==> src/sv/mfhp_pkg.sv <==
`timescale 1ns / 1ps
// ----------------------------------------------------------------------------
// mfhp_pkg: shared types and constants
// Start codes, frame kinds and the record that travels from the front part
// to the back part of the frame header parser.
// ----------------------------------------------------------------------------
package mfhp_pkg;

	localparam logic [7:0] CODE_I_H264  = 8'hFD;
	localparam logic [7:0] CODE_I_MPEG4 = 8'hFB;
	localparam logic [7:0] CODE_I_JPEG  = 8'hFE;
	localparam logic [7:0] CODE_P_H264  = 8'hFC;
	localparam logic [7:0] CODE_P_MPEG4 = 8'hFA;
	localparam logic [7:0] CODE_AUDIO   = 8'hF0;
	localparam logic [7:0] CODE_DATA    = 8'hF1;

	localparam logic [1:0] KIND_I     = 2'd0;
	localparam logic [1:0] KIND_P     = 2'd1;
	localparam logic [1:0] KIND_AUDIO = 2'd2;
	localparam logic [1:0] KIND_DATA  = 2'd3;

	localparam logic [7:0] AUDIO_CODE_IN  = 8'd10;
	localparam logic [7:0] AUDIO_CODE_OUT = 8'd22;
	localparam logic [7:0] DATA_TYPE_LONG = 8'd8;

	// The frame kind travels on tuser, every other field on tdata.
	localparam int OUT_BITS = 2 + 8 + 5 + 3 + 8 + 11 + 11 + 32 + 32 + 8 + 1;
	localparam int KIND_BITS = 2;
	localparam int DATA_BITS = OUT_BITS - KIND_BITS;
	localparam int OUT_BYTES_BITS = ((DATA_BITS + 7) / 8) * 8;

	// Complete header as collected by the front part.
	typedef struct packed {
		logic [1:0]      kind;
		logic [1:0]      codec;
		logic [11:0][7:0] hdr;
	} hdr_rec_t;

	// Decoded result record.
	typedef struct packed {
		logic        frame_usable;
		logic [7:0]  audio_rate_code;
		logic [31:0] frame_length;
		logic [31:0] packed_time;
		logic [10:0] pixel_height;
		logic [10:0] pixel_width;
		logic [7:0]  stream_param_byte;
		logic [2:0]  stream_param_hi;
		logic [4:0]  frame_rate;
		logic [7:0]  codec;
		logic [1:0]  frame_kind;
	} out_rec_t;

endpackage

==> src/sv/mfhp_front.sv <==
`timescale 1ns / 1ps
// ----------------------------------------------------------------------------
// mfhp_front: start code hunt and header collection
// Takes one byte a cycle unless stalled, finds start codes, gathers the header
// bytes and hands a complete header to the queue. The payload skip count needs
// the length, which is computed here too so that skipping starts at once.
// ----------------------------------------------------------------------------
module mfhp_front import mfhp_pkg::*; (
	input  logic       clk,
	input  logic       arst_n,
	input  logic       in_valid,
	output logic       in_ready,
	input  logic [7:0] in_byte,
	output logic       hdr_valid,
	input  logic       hdr_ready,
	output hdr_rec_t   hdr_rec
);

	localparam logic [1:0] PH_HUNT    = 2'd0;
	localparam logic [1:0] PH_HEADER  = 2'd1;
	localparam logic [1:0] PH_PAYLOAD = 2'd2;

	logic [1:0]       phase_q;
	logic [1:0]       pos_q;
	logic [3:0]       cnt_q;
	logic [7:0]       code_q;
	logic [11:0][7:0] hdr_q;
	logic [31:0]      left_q;
	logic [11:0][7:0] hdr_n;
	logic             last_byte;
	logic             take;
	logic [31:0]      len;
	logic [1:0]       kind;
	logic [1:0]       codec;

	assign take = in_valid && in_ready;

	// Stall only when a header completes and the queue is full.
	assign in_ready = !(phase_q == PH_HEADER && last_byte && !hdr_ready);

	// Header with the incoming byte placed.
	always_comb begin
		hdr_n = hdr_q;
		hdr_n[cnt_q] = in_byte;
	end

	// Classify the start code.
	always_comb begin
		kind  = KIND_DATA;
		codec = 2'd0;
		case (code_q)
			CODE_I_H264:  begin kind = KIND_I; codec = 2'd0; end
			CODE_I_MPEG4: begin kind = KIND_I; codec = 2'd1; end
			CODE_I_JPEG:  begin kind = KIND_I; codec = 2'd2; end
			CODE_P_H264:  begin kind = KIND_P; codec = 2'd0; end
			CODE_P_MPEG4: begin kind = KIND_P; codec = 2'd1; end
			CODE_AUDIO:   kind = KIND_AUDIO;
			default:      kind = KIND_DATA;
		endcase
	end

	// Header end; a data frame header is long only when byte zero holds the long type.
	always_comb begin
		case (kind)
			KIND_I:    last_byte = (cnt_q == 4'd11);
			KIND_DATA: last_byte = (cnt_q == 4'd11) ||
				(cnt_q == 4'd3 && hdr_n[0] != DATA_TYPE_LONG);
			default:   last_byte = (cnt_q == 4'd3);
		endcase
	end

	// Payload length; a P frame loses one byte on a sequence gap, saturating
	// at zero, so the skip count and the record carry the adjusted value.
	logic [7:0]  prev_q;
	logic [7:0]  prev_eff;
	logic        gap;
	always_comb begin
		prev_eff = (prev_q == 8'd0) ? hdr_n[3] : prev_q;
		gap = ((hdr_n[3] > prev_eff && hdr_n[3] != prev_eff + 8'd1) ||
			hdr_n[3] < prev_eff) && !(hdr_n[3] == 8'd0 && prev_eff == 8'hFF);
		if (prev_eff == 8'hFF && hdr_n[3] == 8'd0) gap = 1'b0;
		case (kind)
			KIND_I:     len = {8'd0, hdr_n[10], hdr_n[9], hdr_n[8]};
			KIND_P: begin
				len = {8'd0, hdr_n[2], hdr_n[1], hdr_n[0]};
				if (gap && len != 32'd0) len = len - 32'd1;
			end
			KIND_AUDIO: len = {16'd0, hdr_n[3], hdr_n[2]};
			default:    len = (hdr_n[0] == DATA_TYPE_LONG) ?
				{hdr_n[11], hdr_n[10], hdr_n[9], hdr_n[8]} : 32'd4;
		endcase
	end

	// Sequencing of hunt, header and payload skip.
	always_ff @(posedge clk or negedge arst_n) begin
		if (!arst_n) begin
			phase_q <= PH_HUNT;
			pos_q   <= 2'd0;
			cnt_q   <= 4'd0;
			code_q  <= 8'd0;
			left_q  <= 32'd0;
			prev_q  <= 8'd0;
		end else if (take) begin
			case (phase_q)
				PH_HUNT: begin
					case (pos_q)
						2'd0, 2'd1: pos_q <= (in_byte == 8'h00) ? pos_q + 2'd1 : 2'd0;
						2'd2: pos_q <= (in_byte == 8'h01) ? 2'd3 : 2'd0;
						default: begin
							pos_q <= 2'd0;
							if (in_byte inside {CODE_I_H264, CODE_I_MPEG4, CODE_I_JPEG,
								CODE_P_H264, CODE_P_MPEG4, CODE_AUDIO, CODE_DATA}) begin
								code_q  <= in_byte;
								cnt_q   <= 4'd0;
								phase_q <= PH_HEADER;
							end
						end
					endcase
				end
				PH_HEADER: begin
					cnt_q <= cnt_q + 4'd1;
					if (last_byte) begin
						cnt_q   <= 4'd0;
						left_q  <= len;
						phase_q <= (len == 32'd0) ? PH_HUNT : PH_PAYLOAD;
						if (kind == KIND_I) prev_q <= hdr_n[11];
						else if (kind == KIND_P) prev_q <= hdr_n[3];
					end
				end
				default: begin
					left_q <= left_q - 32'd1;
					if (left_q == 32'd1) phase_q <= PH_HUNT;
				end
			endcase
		end
	end

	// Header storage.
	always_ff @(posedge clk) begin
		if (take && phase_q == PH_HEADER) hdr_q <= hdr_n;
	end

	assign hdr_valid     = in_valid && phase_q == PH_HEADER && last_byte;
	assign hdr_rec.kind  = kind;
	assign hdr_rec.codec = codec;
	always_comb begin
		hdr_rec.hdr = hdr_n;
		// P frame length already carries the sequence adjustment.
		if (kind == KIND_P) hdr_rec.hdr[2:0] = len[23:0];
	end

endmodule

==> src/sv/mfhp_queue.sv <==
`timescale 1ns / 1ps
// ----------------------------------------------------------------------------
// mfhp_queue: header queue
// Two-entry queue between the front and back parts.
// ----------------------------------------------------------------------------
module mfhp_queue import mfhp_pkg::*; (
	input  logic     clk,
	input  logic     arst_n,
	input  logic     wr_valid,
	output logic     wr_ready,
	input  hdr_rec_t wr_rec,
	output logic     rd_valid,
	input  logic     rd_ready,
	output hdr_rec_t rd_rec
);

	hdr_rec_t mem_q [2];
	logic     wp_q, rp_q;
	logic [1:0] cnt_q;

	assign wr_ready = cnt_q != 2'd2;
	assign rd_valid = cnt_q != 2'd0;
	assign rd_rec   = mem_q[rp_q];

	// Pointers and fill count.
	always_ff @(posedge clk or negedge arst_n) begin
		if (!arst_n) begin
			wp_q  <= 1'b0;
			rp_q  <= 1'b0;
			cnt_q <= 2'd0;
		end else begin
			if (wr_valid && wr_ready) wp_q <= ~wp_q;
			if (rd_valid && rd_ready) rp_q <= ~rp_q;
			cnt_q <= cnt_q + {1'b0, wr_valid && wr_ready} - {1'b0, rd_valid && rd_ready};
		end
	end

	// Entry storage.
	always_ff @(posedge clk) begin
		if (wr_valid && wr_ready) mem_q[wp_q] <= wr_rec;
	end

endmodule

==> src/sv/mfhp_back.sv <==
`timescale 1ns / 1ps
// ----------------------------------------------------------------------------
// mfhp_back: record decode
// Decodes a queued header into the result record held in an output register.
// ----------------------------------------------------------------------------
module mfhp_back import mfhp_pkg::*; (
	input  logic     clk,
	input  logic     arst_n,
	input  logic     hdr_valid,
	output logic     hdr_ready,
	input  hdr_rec_t hdr_rec,
	output logic     out_valid,
	input  logic     out_ready,
	output out_rec_t out_rec
);

	out_rec_t r;
	logic     valid_q;
	out_rec_t rec_q;

	// Field decode by frame kind.
	always_comb begin
		r = '0;
		r.frame_kind   = hdr_rec.kind;
		r.frame_usable = 1'b1;
		case (hdr_rec.kind)
			KIND_I: begin
				r.codec             = {6'd0, hdr_rec.codec};
				r.frame_rate        = hdr_rec.hdr[1][4:0];
				r.stream_param_hi   = hdr_rec.hdr[1][7:5];
				r.stream_param_byte = hdr_rec.hdr[0];
				r.pixel_width       = {hdr_rec.hdr[2], 3'd0};
				r.pixel_height      = {hdr_rec.hdr[3], 3'd0};
				r.packed_time = {hdr_rec.hdr[7], hdr_rec.hdr[6], hdr_rec.hdr[5],
					hdr_rec.hdr[4]};
				r.frame_length = {8'd0, hdr_rec.hdr[10], hdr_rec.hdr[9], hdr_rec.hdr[8]};
			end
			KIND_P: begin
				r.codec        = {6'd0, hdr_rec.codec};
				r.frame_length = {8'd0, hdr_rec.hdr[2], hdr_rec.hdr[1], hdr_rec.hdr[0]};
			end
			KIND_AUDIO: begin
				r.codec = (hdr_rec.hdr[0] == AUDIO_CODE_IN) ? AUDIO_CODE_OUT :
					hdr_rec.hdr[0];
				r.audio_rate_code = hdr_rec.hdr[1];
				r.frame_length    = {16'd0, hdr_rec.hdr[3], hdr_rec.hdr[2]};
			end
			default: begin
				if (hdr_rec.hdr[0] == DATA_TYPE_LONG) begin
					r.frame_length = {hdr_rec.hdr[11], hdr_rec.hdr[10], hdr_rec.hdr[9],
						hdr_rec.hdr[8]};
				end else begin
					r.frame_length = 32'd4;
					r.frame_usable = 1'b0;
				end
			end
		endcase
	end

	assign hdr_ready = !valid_q || out_ready;

	// Output register.
	always_ff @(posedge clk or negedge arst_n) begin
		if (!arst_n) valid_q <= 1'b0;
		else if (hdr_ready) valid_q <= hdr_valid;
	end

	always_ff @(posedge clk) begin
		if (hdr_ready && hdr_valid) rec_q <= r;
	end

	assign out_valid = valid_q;
	assign out_rec   = rec_q;

endmodule

==> src/sv/media_frame_header_parser.sv <==
`timescale 1ns / 1ps
// ----------------------------------------------------------------------------
// media_frame_header_parser: media frame header parser
// Hunts start codes in a byte stream and emits one record per frame header.
// ----------------------------------------------------------------------------
// One byte is taken every cycle unless the front part stalls. A record passes
// through a queue entry and then the output register; the front part keeps
// taking bytes while up to three records wait, two in the queue and one in the
// output register, and stalls only when the queue is full as a header
// completes. Payload bytes are skipped at one a cycle.
module media_frame_header_parser import mfhp_pkg::*; (
	input  logic                      clk,
	input  logic                      arst_n,
	input  logic                      s_tvalid,
	output logic                      s_tready,
	input  logic [7:0]                s_tdata, // data_byte
	output logic                      m_tvalid,
	input  logic                      m_tready,
	// codec, frame_rate, stream_param_hi, stream_param_byte, pixel_width,
	// pixel_height, packed_time, frame_length, audio_rate_code, frame_usable
	output logic [OUT_BYTES_BITS-1:0] m_tdata,
	output logic [KIND_BITS-1:0]      m_tuser // frame_kind
);

	hdr_rec_t f_rec, b_rec;
	logic     f_valid, f_ready, b_valid, b_ready;
	out_rec_t o_rec;

	mfhp_front u_front (
		.clk(clk), .arst_n(arst_n),
		.in_valid(s_tvalid), .in_ready(s_tready), .in_byte(s_tdata),
		.hdr_valid(f_valid), .hdr_ready(f_ready), .hdr_rec(f_rec)
	);

	mfhp_queue u_queue (
		.clk(clk), .arst_n(arst_n),
		.wr_valid(f_valid), .wr_ready(f_ready), .wr_rec(f_rec),
		.rd_valid(b_valid), .rd_ready(b_ready), .rd_rec(b_rec)
	);

	mfhp_back u_back (
		.clk(clk), .arst_n(arst_n),
		.hdr_valid(b_valid), .hdr_ready(b_ready), .hdr_rec(b_rec),
		.out_valid(m_tvalid), .out_ready(m_tready), .out_rec(o_rec)
	);

	assign m_tdata = {{(OUT_BYTES_BITS - DATA_BITS){1'b0}}, o_rec[OUT_BITS-1:KIND_BITS]};
	assign m_tuser = o_rec.frame_kind;

endmodule
==> config.mk <==
export PLATFORM = sky130hd
export DESIGN_NAME = media_frame_header_parser
export DESIGN_NICKNAME = d
export VERILOG_FILES = /design/src/sv/mfhp_pkg.sv /design/src/sv/mfhp_front.sv /design/src/sv/mfhp_queue.sv /design/src/sv/mfhp_back.sv /design/src/sv/media_frame_header_parser.sv
export SDC_FILE = /design/constraint.sdc
export NUM_CORES = 1
export LEC_CHECK = 0
export ABC_CLOCK_PERIOD_IN_PS = 8050
export BUFFER_PORTS_ARGS = -buffer_cell sky130_fd_sc_hd__buf_2
export CORE_UTILIZATION = 55
export CTS_BUF_LIST = sky130_fd_sc_hd__clkbuf_16
export DETAILED_ROUTE_END_ITERATION = 10
export PLACE_DENSITY = 0.76
export SLEW_MARGIN = 5
export SYNTH_ARGS = -nofsm -noshare
export SYNTH_HDL_FRONTEND = slang
export SYNTH_SLANG_ARGS = --single-unit
==> constraint.sdc <==
create_clock -name clk -period 8.05 [get_ports clk]
set_clock_uncertainty 0.05 [all_clocks]
set_input_delay 2.0125 -clock clk [delete_from_list [all_inputs] [get_ports clk]]
set_output_delay 2.0125 -clock clk [all_outputs]
set_load 0.005 [all_outputs]
Word-level counts from Yosys, hierarchy flattened
Memories as Yosys holds them, arrays and structs flattened.
Cells that the tools add are included.
- memories kept: 1
- register bits after elaboration: 278
- input port bits: 12
- output and inout port bits: 124
- logic and storage cells: 170
- RAM bits: 200
- memory list (name ; words ; bits a word ; rd ports ; clocked after Yosys merged registers in ; write ports ; line ; text):
    u_queue.mem_q ; 2 ; 100 ; 1 ; 0 ; 1 ; mfhp_queue.sv:17 ; hdr_rec_t mem_q [2];
- magnitude comparators: 4
- reduce and logical (&&, ||, !) cells: 48
- $add $sub $neg: 7
- muxes and demuxes: 36
- bitwise operators: 4
- equality and inequality tests: 35
- operators by type and width (operator ; number):
    $pmux W32 S3 ; 2
    $mux W32 ; 4
    $eq A8 B8 Y1 const B ; 14
    $bwmux W96 ; 1
    $pmux W32 S2 ; 1
    $mux W8 ; 5
    $demux W8 S4 ; 1
    $eq A32 B1 Y1 const B ; 1
    $logic_not A32 Y1 ; 1
    $sub A32 B1 Y32 const B ; 1
    $sub A24 B1 Y25 const B ; 1
    $eq A8 B4 Y1 const B ; 3
    $logic_not A8 Y1 ; 3
    $mux W24 ; 1
    $reduce_bool A24 Y1 ; 1
    $pmux W8 S2 ; 1
    $logic_and A1 B1 Y1 ; 14
    $mux W2 ; 7
    $mux W4 ; 3
    $pmux W2 S2 ; 3
    $reduce_and A4 Y1 ; 3
    $reduce_or A3 Y1 ; 3
    $add A8 B1 Y8 const B ; 1
    $eq A2 B1 Y1 const B ; 4
    other kinds (31) ; 55

Longest topological paths before layout
- word-level depth: 19
- depth in mapped cells: 20
- gate-level depth less buffers: 18

Hierarchy
From an unflattened synthesis, not the netlist that was laid out.
- cells, all modules: 1791
- area total of the unflattened synthesis: 22885.7 um^2
- by module, submodules not included (module ; sequential area each (um^2) ; area an instance (um^2) ; cells each ; instances):
    mfhp_front ; 4284.1 ; 10588.9 ; 1144 ; 1
    mfhp_queue ; 6105.9 ; 7443.4 ; 333 ; 1
    mfhp_back ; 3478.3 ; 4842.1 ; 312 ; 1
    media_frame_header_parser ; 0.0 ; 11.3 ; 2 ; 1

Least setup slack after synthesis
OpenSTA, ideal clock, no wires.
- path type: input-to-reg
- from: input port m_tready
- to: register u_queue.cnt_q[1]
- stages: 7
- arrival: 9.030 ns
- required time: 7.920 ns
- slack: -1.109 ns
- setup time: 0.080 ns
- buffers on the path: 0
- cells stage by stage: inv_1 > a21oi_1 > ha_1 > inv_1 > ha_1 > xnor2_1 > xnor2_1
- longest elaborated chain between the ends: 3
- ends and longest elaborated chain (what ; line ; text):
    start, declared ; media_frame_header_parser.sv:18 ; input logic m_tready,
    $logic_or A1 B1 Y1 ; mfhp_back.sv:60 ; assign hdr_ready = !valid_q || out_ready;
    $logic_and A1 B1 Y1 ; mfhp_queue.sv:34 ; cnt_q <= cnt_q + {1'b0, wr_valid && wr_ready} - {1'b0, rd_valid && rd_ready};
    $sub A2 B1 Y2 ; mfhp_queue.sv:34 ;
    end signal, assigned ; mfhp_queue.sv:34 ;
    end, declared ; mfhp_queue.sv:19 ; logic [1:0] cnt_q;
No other way between the ends.
A chain may end at the register's enable or synchronous reset.

Worst setup path in the final report
- from: input port s_tdata[0]
- to: output port s_tready
- longest elaborated chain between the ends: 8
- ends and longest elaborated chain (what ; line ; text):
    start, declared ; media_frame_header_parser.sv:16 ; input logic [7:0] s_tdata,
    $bwmux W96 ; mfhp_front.sv:44 ; hdr_n[cnt_q] = in_byte;
    $ne A8 B4 Y1 ; mfhp_front.sv:67 ; (cnt_q == 4'd3 && hdr_n[0] != DATA_TYPE_LONG);
    $logic_and A1 B1 Y1 ; mfhp_front.sv:67 ;
    $logic_or A1 B1 Y1 ; mfhp_front.sv:66 ; KIND_DATA: last_byte = (cnt_q == 4'd11) ||
    $pmux W1 S2 ; mfhp_front.sv:64 ; case (kind)
    $logic_and A1 B1 Y1 (2 in a row) ; mfhp_front.sv:39 ; assign in_ready = !(phase_q == PH_HEADER && last_byte && !hdr_ready);
    $logic_not A1 Y1 ; mfhp_front.sv:39 ;
    end, declared ; media_frame_header_parser.sv:15 ; output logic s_tready,
No other way between the ends.

==> out/metrics.cfg <==
[timing]
slew_viol_final=0
relSlewSlack=0.169
post-route-period-util=0.810
hold_viol_final=0
worst_pin_slew_ns=1.25
period_needed_ns=6.52
totalNegativeSetupSlack_ns=0
rsz0062_at_grt=no
setup_violations=0
fmax_mhz=153

[final_layout]
drive_above_1_share=0.186
nets=1775
final_cell_area_um2=23900
finalNonFillerCells=2288
area_growth_pct=12.6
diodes=0
postLayoutCoreUtil=0.633

[routing]
routed_via_density=6.06
wl_met2_um=24100
drc=0
routed_wl_um=53300
first_iter_violations=1493
wire_per_inst_um=23.3
antenna_left=0
dr.pass1.iters=6
route.top_layer_used=met5
wl_met1_um=23000
wl_met3_um=4790
vias=13900

[synth]
yosysSeqAreaShare=0.652
postSynthAreaPerCell_um2=13.1
synth.cell_area_um2=21300
yosysTopAreaCellShare=0.581
async_reset_ff_frac=0.129
synth-edff-count=411
synth_cells=1624
synth-warning-count=0
synth-seq-cells=472
synth_flop_cell=edfxtp_1
yosys.cell_types.count=82
yosysMostFrequentCell=edfxtp_1
ys_top_cells_by_count=411 x edfxtp_1, 196 x nor2_1, 139 x mux2i_1
netlist_top_cells_area=edfxtp_1 58%, dfrtp_1 7.2%, mux2i_1 6.5%
synth_top_area_cell=edfxtp_1

[setup_path]
cp_num_buf_inv=2
slowest_stage=a222oi_1
r2r-end=u_front.phase_q[1]
end_kind=primary output
cp_data_arrival_time_ns=4.45
path_common_cell=buf_2
crit_family=compound AO/OA/AOI/OAI gates
reg2reg_from=u_front.cnt_q[0]
cp_slowest_stage_delay_ns=0.66
rr_worst_depth=18
ff2ff_setup_slack_ns=2.20
cp.required_ns=5.99
cp_max_fo=19
start_kind=input port
path_class=in -> out
path_cells=buf_2 -> mux2i_1 -> ha_1 -> and4_1 -> o22ai_1 -> a222oi_1 -> nor2_1 -> nand3_1 -> buf_2

[clock_network]
ctsResizeCount=0
cts_buffers=47
clkSinkCount=472
clk_path_buf_depth=3
cts_htree_levels=2
holdBufCountCts=0
cts_tree=built
cts_setup_buffers=0
clk_pin_slew_worst_paths_ns=0.05
cts_root_buf=clkbuf_16
clk-insertion-delay-late_ns=0.58

[hold_path]
worstHoldEndpoint=u_front.code_q[6]
worstHoldPathType=reg -> reg
holdPathStages=1
min_from=u_front.code_q[6]

[pwr]
leakagePower_nw=9.07
power_mw=4.86
vdd_ir_drop_max_v=0.000132
powerDensity_nw_per_um2=203

[global_route]
overflow=0
grt_pass1_vias=13000
track_usage=0.275
grt_max_degree=64
grt_pass1_wl_um=80200
grt_antenna_before_repair=2

[placed_design]
dpl_cell_area_um2=22400
dp_cells=2202
detailed_place_hpwl_um=35700
place.gp.congestion=0.975
numPortBuffers=128

[status]
status=finished clean

[floorplan]
die_x_um=199
design.die.area_um2=39400
die_h_um=199
io_pins=136
coreArea_um2=37800
fp-row-count=71
start_util=0.562

[job]
maxCapViolations=0

worst reg2reg max path, delay by kind of cell, from the launching register on:
kind | cells | cell delay [ns]
AO/OA/AOI/OAI | 8 | 1.82
multiplexers | 1 | 0.40
adder cells (fa/ha/maj) | 2 | 0.65
flip-flops | 1 | 0.45
AND/OR/NAND/NOR | 6 | 2.18
buffers and inverters | 1 | 0.16
worst max path at each step:
stage	endpoint	cells past startpoint	start
final	s_tready	9	s_tdata[0]
after global placement	s_tready	9	s_tdata[0]
after CTS	s_tready	9	s_tdata[0]
after detailed placement	s_tready	9	s_tdata[0]
after floorplan	u_queue.mem_q[0][0]	12	s_tdata[0]
after global routing	s_tready	9	s_tdata[0]
kinds of logic (layout without fill, tap and decap cells):
group | Yosys count | after routing | share of synthesized area
AO/OA/AOI/OAI | 308 | 308 | 0.0912
XOR/XNOR | 25 | 25 | 0.0103
adder cells (fa/ha/maj) | 23 | 23 | 0.0135
buffers and inverters | 157 | 304 | 0.0307
flip-flops | 472 | 472 | 0.652
multiplexers | 212 | 212 | 0.107
other | 1 | 7 | 0.000176
AND/OR/NAND/NOR | 426 | 426 | 0.0949
registers in the layout, summed over array words and instances, names as in the netlist:
signal,count
u_back.out_valid,1
u_queue.mem_q,200
u_queue.rp_q,1
u_back.out_rec,115
u_front.pos_q,2
u_front.cnt_q,4
u_queue.wp_q,1
u_front.left_q,32
u_queue.cnt_q,2
u_front.phase_q,2
u_front.prev_q,8
u_front.code_q,8
u_front.hdr_q,96
power breakdown:
| group | switching, mW | leakage, nW | internal [mW] |
|---|---|---|---|
| Clock | 0.913 | 0.798 | 1.28 |
| Combinational | 0.0410 | 3.99 | 0.00913 |
| Sequential | 0.0000263 | 4.28 | 2.63 |
cells in the final DEF (no fill, tap or decap), types with 6 or more instances in the layout:
cell type / count
edfxtp_1: 411
inv_1: 74
o221ai_1: 6
nor3b_1: 6
buf_4: 23
o22ai_1: 19
a31oi_1: 11
nand4_1: 10
a22oi_1: 9
bufinv_16: 6
a22o_1: 7
xnor2_1: 21
or3_1: 10
mux2i_1: 139
o31ai_1: 6
a21o_1: 6
o21ai_0: 87
and3_1: 11
o22a_1: 21
ha_1: 23
clkinv_2: 11
nand2b_1: 9
o211ai_1: 6
clkbuf_16: 48
a21oi_1: 86
nor3_1: 24
buf_2: 128
nand2_1: 77
dfrtp_1: 60
nand3_1: 25
mux2_2: 68
nor4_1: 16
conb_1: 7
nor2_1: 191
area by class of cell:
| cell class | count | area, um2 |
|---|---|---|
| clock inverter | 38 | 343 |
| multi-input combinational | 1001 | 6810 |
| tap | 511 | 639 |
| timing repair buffer | 152 | 833 |
| fill | 2895 | 13900 |
| inverter | 66 | 248 |
| sequential | 472 | 13900 |
| clock buffer | 48 | 1200 |
layer usage:
layer | GRT usage | vias up
met1 | 0.396 | 6805
li1 | - | 6305
met4 | 0.0809 | 2
met5 | 0 | -
met2 | 0.411 | 637
met3 | 0.0704 | 107
per-stage QoR:
step / hold slack [ns] / worst slack [ns]
2_1_floorplan: 0.376 / 0.784
3_3_place_gp: 0.392 / 1.63
3_5_place_dp: 0.404 / 1.56
4_1_cts: 0.417 / 1.55
5_1_grt: 0.421 / 1.36
6_report: 0.414 / 1.53
No activity file was read; power rests on OpenSTA's default activity.
